$ cat config.mk
export PLATFORM = sky130hd
export DESIGN_NAME = linear_interp_resampler
export DESIGN_NICKNAME = d
export VERILOG_FILES = /design/src/design/lirs_pkg.sv /design/src/design/linear_interp_resampler.sv /design/src/design/lirs_interp.sv
export SDC_FILE = /design/constraint.sdc
export NUM_CORES = 1
export LEC_CHECK = 0
export BUFFER_PORTS_ARGS = -buffer_cell sky130_fd_sc_hd__buf_2
export CAP_MARGIN = 20
export CORE_UTILIZATION = 50
export CTS_BUF_LIST = sky130_fd_sc_hd__clkbuf_8
export CTS_CLUSTER_DIAMETER = 30
export DETAILED_ROUTE_END_ITERATION = 7
export HOLD_SLACK_MARGIN = 0.03
export PLACE_DENSITY = 0.77
export SYNTH_ARGS = -nofsm -noshare
export SYNTH_HDL_FRONTEND = slang
export SYNTH_SLANG_ARGS = --single-unit
$ cat constraint.sdc
create_clock -name clk_i -period 9.55 [get_ports clk_i]
set_input_delay 2.3875 -clock clk_i [delete_from_list [all_inputs] [get_ports clk_i]]
set_output_delay 2.3875 -clock clk_i [all_outputs]
set_load 0.1 [all_outputs]
$ cat src/design/lirs_pkg.sv
package lirs_pkg;

  localparam int unsigned SAMPLE_BITS_DEF = 16;
  localparam int unsigned FRAC_BITS_DEF   = 16;

  // phase step register
  localparam int unsigned STEP_W = 23;
  localparam logic [STEP_W-1:0] STEP_RESET = 23'd65536;

  // results per input sample are capped
  localparam int unsigned MAX_RESULTS = 16;
  localparam int unsigned CNT_W       = $clog2(MAX_RESULTS);

  typedef enum logic [2:0] {
    ST_IDLE,
    ST_MUL,
    ST_ADD,
    ST_OUT,
    ST_END
  } lirs_state_e;

  typedef struct packed {
    logic mul_en;
    logic out_load;
  } lirs_ctrl_t;

endpackage

$ cat src/design/linear_interp_resampler.sv
// channel   direction  handshake                  payload
// in        input      in_valid_i / in_stall_o    in_sample_i, block_last_i
// out       output     out_valid_o / out_stall_i  out_sample_o, run_last_o, block_end_o
// cfg       input      cfg_we_i                   cfg_data_i (phase step, Q fraction)
//
// an input sample with n results takes an accept step, then
// multiply, add and present for each result, then a phase wrap
// step; the single shared multiplier serves every result in turn
// a sample whose phase is already at or past one skips to the phase wrap, no result
// an output stall holds the block in the present step; reset clears state,
// the previous sample and the phase, and sets the step to one
module linear_interp_resampler #(
  parameter int unsigned SAMPLE_BITS = lirs_pkg::SAMPLE_BITS_DEF,
  parameter int unsigned FRAC_BITS   = lirs_pkg::FRAC_BITS_DEF
) (
  input  logic                              clk_i,
  input  logic                              rst_ni,
  input  logic                              cfg_we_i,
  input  logic        [lirs_pkg::STEP_W-1:0] cfg_data_i,
  input  logic                              in_valid_i,
  output logic                              in_stall_o,
  input  logic signed [SAMPLE_BITS-1:0]     in_sample_i,
  input  logic                              block_last_i,
  output logic                              out_valid_o,
  input  logic                              out_stall_i,
  output logic signed [SAMPLE_BITS-1:0]     out_sample_o,
  output logic                              run_last_o,
  output logic                              block_end_o
);
  import lirs_pkg::*;

  localparam int unsigned PHASE_W = ((STEP_W > FRAC_BITS) ? STEP_W : FRAC_BITS) + 1;
  localparam logic [PHASE_W-1:0] ONE_PHASE = PHASE_W'(1) << FRAC_BITS;
  localparam logic [CNT_W-1:0]   CNT_LAST  = CNT_W'(MAX_RESULTS - 1);

  lirs_state_e state_q, state_d;
  lirs_ctrl_t  ctrl;

  logic [STEP_W-1:0]  step_q;
  logic [PHASE_W-1:0] phase_q;
  logic [PHASE_W-1:0] phase_sum;
  logic signed [SAMPLE_BITS-1:0] prev_q;
  logic signed [SAMPLE_BITS-1:0] cur_q;
  logic mark_q;
  logic [CNT_W-1:0] cnt_q;
  logic out_valid_q;
  logic run_last_q;
  logic block_end_q;
  logic in_take;
  logic out_take;
  logic phase_ge_one;
  logic run_done;

  assign in_take      = in_valid_i && (state_q == ST_IDLE);
  assign out_take     = out_valid_q && !out_stall_i;
  assign phase_ge_one = |phase_q[PHASE_W-1:FRAC_BITS];
  assign phase_sum    = phase_q + PHASE_W'(step_q);
  assign run_done     = (|phase_sum[PHASE_W-1:FRAC_BITS]) || (cnt_q == CNT_LAST);

  // next state
  always_comb begin
    state_d = state_q;
    unique case (state_q)
      ST_IDLE: begin
        if (in_valid_i) begin
          state_d = phase_ge_one ? ST_END : ST_MUL;
        end
      end
      ST_MUL: state_d = ST_ADD;
      ST_ADD: state_d = ST_OUT;
      ST_OUT: begin
        if (out_take) begin
          state_d = run_last_q ? ST_END : ST_MUL;
        end
      end
      ST_END:  state_d = ST_IDLE;
      default: state_d = ST_IDLE;
    endcase
  end

  // outputs of the sequencer
  always_comb begin
    ctrl.mul_en   = (state_q == ST_MUL);
    ctrl.out_load = (state_q == ST_ADD);
    in_stall_o    = (state_q != ST_IDLE);
  end

  always_ff @(posedge clk_i or negedge rst_ni) begin
    if (!rst_ni) begin
      state_q     <= ST_IDLE;
      step_q      <= STEP_RESET;
      phase_q     <= '0;
      prev_q      <= '0;
      cnt_q       <= '0;
      out_valid_q <= 1'b0;
      run_last_q  <= 1'b0;
      block_end_q <= 1'b0;
    end else begin
      state_q <= state_d;
      if (cfg_we_i) begin
        step_q <= cfg_data_i;
      end
      if (in_take) begin
        cnt_q <= '0;
      end
      if (state_q == ST_ADD) begin
        phase_q     <= phase_sum;
        cnt_q       <= cnt_q + CNT_W'(1);
        out_valid_q <= 1'b1;
        run_last_q  <= run_done;
        block_end_q <= run_done && mark_q;
      end
      if (out_take) begin
        out_valid_q <= 1'b0;
      end
      if (state_q == ST_END) begin
        // a capped run can leave the phase below one
        phase_q <= phase_ge_one ? (phase_q - ONE_PHASE) : '0;
        prev_q  <= cur_q;
      end
    end
  end

  always_ff @(posedge clk_i) begin
    if (in_take) begin
      cur_q  <= in_sample_i;
      mark_q <= block_last_i;
    end
  end

  lirs_interp #(
    .SAMPLE_BITS(SAMPLE_BITS),
    .FRAC_BITS  (FRAC_BITS)
  ) u_interp (
    .clk_i   (clk_i),
    .ctrl_i  (ctrl),
    .prev_i  (prev_q),
    .cur_i   (cur_q),
    .frac_i  (phase_q[FRAC_BITS-1:0]),
    .sample_o(out_sample_o)
  );

  assign out_valid_o = out_valid_q;
  assign run_last_o  = run_last_q;
  assign block_end_o = block_end_q;

endmodule

$ cat src/design/lirs_interp.sv
module lirs_interp #(
  parameter int unsigned SAMPLE_BITS = lirs_pkg::SAMPLE_BITS_DEF,
  parameter int unsigned FRAC_BITS   = lirs_pkg::FRAC_BITS_DEF
) (
  input  logic                          clk_i,
  input  lirs_pkg::lirs_ctrl_t          ctrl_i,
  input  logic signed [SAMPLE_BITS-1:0] prev_i,
  input  logic signed [SAMPLE_BITS-1:0] cur_i,
  input  logic        [FRAC_BITS-1:0]   frac_i,
  output logic signed [SAMPLE_BITS-1:0] sample_o
);
  import lirs_pkg::*;

  localparam int unsigned DIFF_W = SAMPLE_BITS + 1;
  localparam int unsigned ACC_W  = SAMPLE_BITS + FRAC_BITS + 2;
  localparam logic signed [ACC_W-1:0] HALF = ACC_W'(1) <<< (FRAC_BITS - 1);

  logic signed [DIFF_W-1:0] diff;
  logic signed [ACC_W-1:0]  prod_q;
  logic signed [ACC_W-1:0]  base;
  logic signed [ACC_W-1:0]  acc;
  logic signed [SAMPLE_BITS-1:0] sample_q;

  // prev + (cur - prev) * frac, all scaled by one phase unit
  assign diff = $signed({cur_i[SAMPLE_BITS-1], cur_i}) - $signed({prev_i[SAMPLE_BITS-1], prev_i});
  assign base = $signed({{2{prev_i[SAMPLE_BITS-1]}}, prev_i, {FRAC_BITS{1'b0}}});
  assign acc  = base + prod_q + HALF;

  always_ff @(posedge clk_i) begin
    if (ctrl_i.mul_en) begin
      prod_q <= ACC_W'(diff) * ACC_W'($signed({1'b0, frac_i}));
    end
    if (ctrl_i.out_load) begin
      // floor after the half bias gives round to nearest, ties upward
      sample_q <= acc[FRAC_BITS+SAMPLE_BITS-1:FRAC_BITS];
    end
  end

  assign sample_o = sample_q;

endmodule

# Word level (Yosys, flattened, before mapping)
# Index checks and enable logic that the tools add are counted.
dict set report totals {
  ff_bits 138
  inputBits 45
  wordCells 51
}
dict set report op_classes {
  addsub 6
  mul 1
  eq_ne 7
  n_mux 12
  n_reduce_logical 13
}
# op count
set op_table {}
lappend op_table {{$mux 24} 3}
lappend op_table {{$add 32x17->32 const B} 1}
lappend op_table {{$add 32x32->32} 1}
lappend op_table {{$mul 17x17->32} 1}
lappend op_table {{$add 24x23->24} 1}
lappend op_table {{$sub 24x17->24 const B} 1}
lappend op_table {{$sub 16x16->17} 1}
lappend op_table {{$reduce_or 8->1} 2}
lappend op_table {{$mux 3} 4}
lappend op_table {{$pmux 3 s4} 1}
lappend op_table {{$mux 4} 2}
lappend op_table {{$eq 3x2->1 const B} 2}
lappend op_table {{$reduce_bool 2->1} 3}
lappend op_table {{$add 4x1->4 const B} 1}
lappend op_table {{$eq 4x4->1 const B} 1}
lappend op_table {{$ne 2x2->1 const B} 2}
lappend op_table {{$eq 3x1->1 const B} 1}
lappend op_table {{$eq 3x3->1 const B} 1}
lappend op_table {{$logic_and 1x1->1} 3}
lappend op_table {{$logic_not 3->1} 1}
lappend op_table {{$reduce_bool 3->1} 1}
lappend op_table {{$mux 1} 2}
lappend op_table {{$reduce_and 2->1} 1}
lappend op_table {{$logic_not 1->1} 1}
lappend op_table {{$logic_or 1x1->1} 1}

# Longest topological paths before layout
# Gate-level depths: netlist of run 1.
dict set report depth {
  depth_word 4
  ltp_mapped 33
  ltp_nobuf 32
}

# Hierarchy
# Synthesis of run 1 repeated with hierarchy kept, for this count alone.
dict set report unflattened {
  cells_unflattened 1816
  area_unflattened_um2 17160.2
}
# mod instances cells_each area_per_inst_um2 seq_area_each_um2
set modules_own_cells {}
lappend modules_own_cells {lirs_interp 1 1319 12251.8 991.0}
lappend modules_own_cells {linear_interp_resampler 1 497 4908.5 2338.5}

# Worst setup path before layout of run 1
# Ideal clock, no wire load.
dict set report synth_timing {
  path_type {register to register}
  start {register cur_q[0]}
  end {register u_interp.prod_q[31], data pin}
  setup_time_ps 262
  arrival_ps 7495
  required_ps 9288
  setup_slack_ps 1793
  path_stages_with_launch 30
  n_path_buf 1
  cell_sequence {edfxtp_1 > inv_1 > ha_1 > fa_1 > nor2b_1 > o31a_1 > o211ai_1 > a21oi_1 > o311ai_2 > o211ai_1 > o21ai_1 > buf_2 > nand2_1 > fa_1 > inv_1 > fa_1 > inv_1 > fa_1 > fa_1 > fa_1 > fa_1 > xor2_1 > xnor2_1 > xnor3_2 > xnor2_2 > and4b_1 > or4_4 > nor3_2 > o21bai_2 > nand3_1}
}
dict set report synth_between {
  elab_chain_len 2
}
# element line
set synth_rtl {}
lappend synth_rtl {{start: declaration} linear_interp_resampler.sv:43} ;# logic signed [SAMPLE_BITS-1:0] cur_q;
lappend synth_rtl {{start signal: assignment} linear_interp_resampler.sv:126} ;# cur_q <= in_sample_i;
lappend synth_rtl {{$sub 16x16->17} lirs_interp.sv:25} ;# assign diff = $signed({cur_i[SAMPLE_BITS-1], cur_i}) - $signed({prev_i[SAMPLE_BITS-1], prev_i});
lappend synth_rtl {{$mul 17x17->32} lirs_interp.sv:31} ;# prod_q <= ACC_W'(diff) * ACC_W'($signed({1'b0, frac_i}));
lappend synth_rtl {{end signal: assignment} lirs_interp.sv:31}
lappend synth_rtl {{end: declaration} lirs_interp.sv:19} ;# logic signed [ACC_W-1:0] prod_q;
# Every way passes these cells.
# A chain may end at the register's enable or synchronous reset.

# Final worst setup path of run 1
dict set report layout_timing {
  start {register prev_q[1]}
  end {register u_interp.prod_q[28], data pin}
}
dict set report layout_between {
  elab_chain_len 2
}
# element line
set layout_rtl {}
lappend layout_rtl {{start: declaration} linear_interp_resampler.sv:42} ;# logic signed [SAMPLE_BITS-1:0] prev_q;
lappend layout_rtl {{start signal: assignment} linear_interp_resampler.sv:119} ;# prev_q <= cur_q;
lappend layout_rtl {{$sub 16x16->17} lirs_interp.sv:25}
lappend layout_rtl {{$mul 17x17->32} lirs_interp.sv:31}
# Every way passes these cells.

==> results of run 1 <==
worst max-delay path: cells and delay by family, from the launching register on:
family	cells	cell delay, ns
adder cells (fa/ha/maj)	8	3.38
AO/OA/AOI/OAI	11	2.99
AND/OR/NAND/NOR	4	1.06
buffers and inverters	4	0.49
flip-flops	1	0.42
XOR/XNOR	1	0.17
layout make-up:
type | instances | area [um^2] | area share
Clock inverter | 14 | 108 | 0.00573
Clock buffer | 18 | 248 | 0.0132
Multi-Input combinational cell | 1351 | 12600 | 0.672
Tap cell | 455 | 569 | 0.0303
Sequential cell | 123 | 3330 | 0.177
Timing Repair Buffer | 90 | 538 | 0.0287
Inverter | 362 | 1360 | 0.0724
through the flow:
stage | setup slack (ns) | hold WS [ns] | std cells | instance area (um^2) | util
6_report | 0.766 | 0.504 | 2413 | 18800 | 0.542
5_1_grt | 0.268 | 0.539 | 2413 | 18800 | 0.542
4_1_cts | 0.777 | 0.501 | 2412 | 18700 | 0.541
3_5_place_dp | 0.837 | 0.483 | 2380 | 18400 | 0.531
3_3_place_gp | 1.08 | 0.470 | 2380 | 18400 | 0.531
2_1_floorplan | 1.79 | 0.452 | 1916 | 17600 | -
layer usage:
layer	routed length, um	vias up	part of all wire
li1	-	6151	-
met1	16100	6564	0.41
met2	20200	440	0.51
met3	2210	75	0.056
met4	1040	0	0.026
met5	0	-	0
cells in the mapped netlist, drive strengths merged, types with 12 or more instances:
master,n
mux2,24
xor2,23
nor2,65
nand2b,21
a21o,12
a21oi,63
nand2,227
clkbuf,73
dfrtp,72
ha,139
nor3,26
fa,261
o211ai,20
inv,361
o31ai,12
edfxtp,50
nand3,40
and2,115
nor2b,50
o21ai,76
xnor2,50
how the worst max path moves through the flow:
stage	to	slack, ns	depth (start not counted)
floorplan	u_interp.prod_q[31]	1.79	29
global placement	u_interp.prod_q[31]	1.08	28
detailed placement	u_interp.prod_q[31]	0.84	28
CTS	u_interp.prod_q[31]	0.78	28
global route	u_interp.prod_q[31]	0.27	28
finish	u_interp.prod_q[28]	0.77	28
kinds of logic after synthesis:
group,count (synthesis),share of synthesized area
buffers and inverters,442,0.0946
xor gates and xnor gates,74,0.0385
muxes,26,0.0167
AOI/OAI and AO/OA,261,0.0989
DFF,123,0.189
and+or+nand+nor,589,0.166
adders and majority gates,401,0.396
placed cells by master, fill, tap and decap left out, types with 9 or more instances in the layout:
| cell type | Yosys | layout |
|---|---|---|
| a211oi_1 | 9 | 9 |
| a21o_1 | 12 | 12 |
| a21oi_1 | 62 | 62 |
| a31oi_1 | 9 | 9 |
| and2_1 | 115 | 115 |
| buf_2 | 4 | 63 |
| buf_4 | 0 | 26 |
| clkbuf_8 | 0 | 18 |
| dfrtp_1 | 72 | 72 |
| edfxtp_1 | 50 | 50 |
| fa_1 | 261 | 261 |
| ha_1 | 139 | 139 |
| inv_1 | 361 | 361 |
| mux2_2 | 23 | 23 |
| nand2_1 | 227 | 227 |
| nand2b_1 | 21 | 21 |
| nand3_1 | 40 | 40 |
| nor2_1 | 65 | 65 |
| nor2b_1 | 50 | 50 |
| nor3_1 | 25 | 25 |
| nor4_1 | 10 | 10 |
| o211ai_1 | 20 | 20 |
| o21a_1 | 9 | 9 |
| o21ai_0 | 72 | 72 |
| o31ai_1 | 10 | 10 |
| or3_1 | 10 | 10 |
| xnor2_1 | 48 | 48 |
| xor2_1 | 23 | 23 |
sequential cells by signal, summed over array words and instances (netlist names):
register,flops
out_valid_o,1
u_interp.sample_o,16
phase_q,24
cnt_q,4
prev_q,16
u_interp.prod_q,17
block_end_o,1
step_q,23
mark_q,1
cur_q,16
run_last_o,1
state_q,3
==> flow_summary.yaml, run 1 <==
logic_synthesis:
  yosysSeqAreaShare: 0.189
  synth_flop_cell: "dfrtp_1"
  syn_area_um2: 17600
  async_flop_share: 0.593
  ys_ff_latch: 123
  syn_avg_cell_area_um2: 9.18
  synth_fp_nets: 2361
  synth_enable_flop_cells: 50
  synthCells: 1916
  yosysUniqueCellTypes: 79
  synth_top_cell_by_area: "fa_1"
  yosys-top-cells-area: "fa_1 (30%), dfrtp_1 (10%), ha_1 (9.9%), edfxtp_1 (8.5%), inv_1 (7.7%)"
  yosysWarningCount: 0
  post-synth-top-area-fraction: 0.297
clocking:
  htreeDepth: 4
  ctsHoldBuffers: 0
  cts.sinks: 123
  ctsResizeCount: 0
  insertion_delay_ns: 0.47
  cts_buffer_depth: 2
  cts_tree: "built"
  postCtsSetupBuffers: 0
  cts_root_buf: "clkbuf_8"
  numCtsBuffers: 17
  clkTransAtPathRegs_ns: 0.09
route:
  routed_wl_um: 39600
  vias_per_cell: 5.48
  antenna_left: 0
  num_vias: 13200
  drt-pass1-iter-count: 6
  route.detailed.drc: 0
  drt_iter0_markers: 835
  routedWlPerCell_um: 16.4
critical_path:
  r2r_start: "prev_q[1]"
  r2r_slack_ns: 0.77
  cp-startpoint: "prev_q[1]"
  worstSetupStartpointType: "flip-flop"
  path_class: "reg2reg"
  cp-end-kind: "flip-flop"
  r2r_cells: 28
  cp_data_required_time_ns: 9.74
  r2r_end: "u_interp.prod_q[28]"
  critPathSlowestCell: "and3b_1"
  critical_path.max_fanout: 33
  crit_top_cell: "fa_1"
  arrival_ns: 8.98
  critical-path-max-stage-delay_ns: 0.63
global_route:
  use_met1: 0.293
  antenna_found_initial: 0
  grt_pass1_wl_um: 66400
  grt_use_met2: 0.407
  grt_usage: 0.232
  overflow: 0
  grt_max_degree: 74
  grt_pass1_vias: 13900
  busiest_layer: "met2"
  use_met3: 0.0286
timing:
  period_minus_slack_ns: 8.78
  setup_viol: 0
  finalCritPeriodShare: 0.920
  maxSlewHeadroom: 0.320
  finClkSkew_ns: 0.0217
  worst_pin_slew_ns: 1.01
  slew_violations: 0
  fin_tns_setup_ns: 0
  hold_viol_final: 0
  rsz0062_at_grt: "no"
  max_freq_mhz: 114
floorplan:
  die_y_um: 190
  io_pins: 65
  die-area_um2: 36000
  core.rowCount: 68
  core_um2: 34600
  die_w_um: 190
  start_util: 0.508
worst_hold_path:
  min_from: "cur_q[15]"
  hold-path-cell-count: 2
  whs_endpoint: "prev_q[15]"
  hold_class: "reg2reg"
run:
  cap_violations: 0
cells_and_area:
  drive_gt1_frac: 0.0889
  final.fill_count: 3052
  syn_to_final_growth_pct: 6.66
  antenna_cells: 0
  fin_nets: 2390
place:
  gp_congestion: 0.911
  io_buffers: 64
  place_hpwl_um: 31700
status:
  outcome: "finished clean"
Power of run 1 is not shown: default switching activity piles up to over one toggle a cycle in this logic, so the estimate is an artifact.
==> run 2: changes to the inputs <==
- BUFFER_PORTS_ARGS: -buffer_cell sky130_fd_sc_hd__buf_2 -> -buffer_cell sky130_fd_sc_hd__buf_4
==> run 2 against run 1 <==
Compared with the run above:
- design area increased by 1.2%
- non-clock buffer count is the same
- hold slack got worse by 0.019 ns
- clock skew up 0.0044 ns
- die area unchanged
- clock-buffer cell count fell by 1
- sequential share of layout area decreased by 0.22 points
- sequential cell count unchanged
- core utilization increased by 0.68 points
- global-route usage is 0.17 points higher
==> flow_summary.yaml, run 2 (synthesis gave the netlist of run 1 again) <==
timing:
  fin_tns_setup_ns: 0
  worst_pin_slew_ns: 1.01
  hold-worst-slack_ns: 0.484
  maxSlewHeadroom: 0.325
  slew_violations: 0
  period_minus_slack_ns: 8.77
  finalCritPeriodShare: 0.918
  rsz0062_at_grt: "no"
  hold_viol_final: 0
  setup_viol: 0
  finClkSkew_ns: 0.0261
  max_freq_mhz: 114
critical_path:
  r2r_slack_ns: 0.78
  cp-end-kind: "flip-flop"
  crit_end: "u_interp.prod_q[31]"
  r2r_cells: 28
  path_class: "reg2reg"
  crit_top_cell: "fa_1"
  critPathSlowestCell: "fa_1"
  r2r_start: "cur_q[0]"
  worstSetupStartpointType: "flip-flop"
  cp-startpoint: "cur_q[0]"
  cp_data_required_time_ns: 9.74
  r2r_end: "u_interp.prod_q[31]"
  arrival_ns: 8.96
  critical_path.max_fanout: 17
  critical-path-max-stage-delay_ns: 0.64
cells_and_area:
  top_regs: "phase_q x24, step_q x23, u_interp.prod_q x17"
  syn_to_final_growth_pct: 7.98
  antenna_cells: 0
  final_cell_mix: "inv_1 (363), fa_1 (261), nand2_1 (227), ha_1 (139), and2_1 (115)"
  final_common_cell: "inv_1"
  largest_reg_flops: 24
  drive_gt1_frac: 0.0878
  postLayoutCellArea_um2: 19000
  fin_nets: 2390
  largest_register: "phase_q"
route:
  vias_per_cell: 5.50
  antenna_left: 0
  routed_wl_um: 39800
  routedWlPerCell_um: 16.5
  num_vias: 13300
  drt_iter0_markers: 791
  route.detailed.drc: 0
  drt-pass1-iter-count: 7
floorplan:
  die_w_um: 190
  core_um2: 34600
  core.rowCount: 68
  die_y_um: 190
  die-area_um2: 36000
  io_pins: 65
  start_util: 0.508
clocking:
  ctsHoldBuffers: 0
  cts_root_buf: "clkbuf_8"
  cts_buffer_depth: 2
  numCtsBuffers: 17
  postCtsSetupBuffers: 0
  clkTransAtPathRegs_ns: 0.10
  cts.sinks: 123
  ctsResizeCount: 0
  cts_tree: "built"
  htreeDepth: 4
  insertion_delay_ns: 0.46
worst_hold_path:
  hold_class: "reg2reg"
global_route:
  grt_max_degree: 74
  overflow: 0
  grt_pass1_wl_um: 67200
  grt_usage: 0.233
  antenna_found_initial: 0
  grt_pass1_vias: 13900
run:
  cap_violations: 0
place:
  gp_congestion: 0.884
  io_buffers: 64
  placed_area_um2: 18500
  place_hpwl_um: 31700
status:
  outcome: "finished clean"
-- run 2: changes by cell type in the layout (fill, tap and decap cells not counted), sizes merged --
cell | before | now
inv | 370 | 368
clkinvlp | 3 | 1
clkbuf | 18 | 17
bufinv | 0 | 4
clkinv | 3 | 4
-- run 2: worst min-delay path by stage --
stage / from / to / slack, ns / cells after the start
finish: cur_q[3] / prev_q[3] / 0.48 / 2
CTS: cur_q[3] / prev_q[3] / 0.48 / 2
floorplan: cur_q[0] / prev_q[0] / 0.45 / 2
detailed placement: cur_q[3] / prev_q[3] / 0.48 / 2
global placement: cur_q[0] / prev_q[0] / 0.47 / 2
global route: cur_q[3] / prev_q[3] / 0.50 / 2
-- run 2: per-stage QoR --
stage | instances | utilization | worst slack (ns)
floorplan | 1916 | - | 1.79
global placement | 2380 | 0.536 | 1.08
detailed placement | 2380 | 0.536 | 0.903
CTS | 2412 | 0.548 | 0.844
global route | 2413 | 0.549 | 0.348
finish | 2413 | 0.549 | 0.780
-- run 2: worst max-delay path, delay by kind of cell, from the launching register on --
kind	cells	cell delay [ns]
buffers and inverters	3	0.26
and+or+nand+nor	6	1.42
adders and majority gates	8	3.55
AOI/OAI and AO/OA	7	2.06
DFF	1	0.41
xor gates and xnor gates	4	0.79
-- run 2: cell type report --
cell class / count / area [um^2]
clock buffers: 17 / 234
clock inverters: 15 / 198
fillers: 2958 / 15600
inverters: 362 / 1360
multi-input cells: 1351 / 12600
flip-flops and latches: 123 / 3330
well taps: 455 / 569
repair buffers: 90 / 696
-- run 2: metal layers --
| layer | routed length (um) | vias to the layer above | global-route usage |
|---|---|---|---|
| met5 | 0 | - | 0 |
| met1 | 16600 | 6691 | 0.297 |
| met2 | 20300 | 368 | 0.416 |
| met3 | 1940 | 70 | 0.0284 |
| met4 | 965 | 0 | 0.0654 |
| li1 | - | 6142 | - |
Power of run 2 is left out for the same reason.
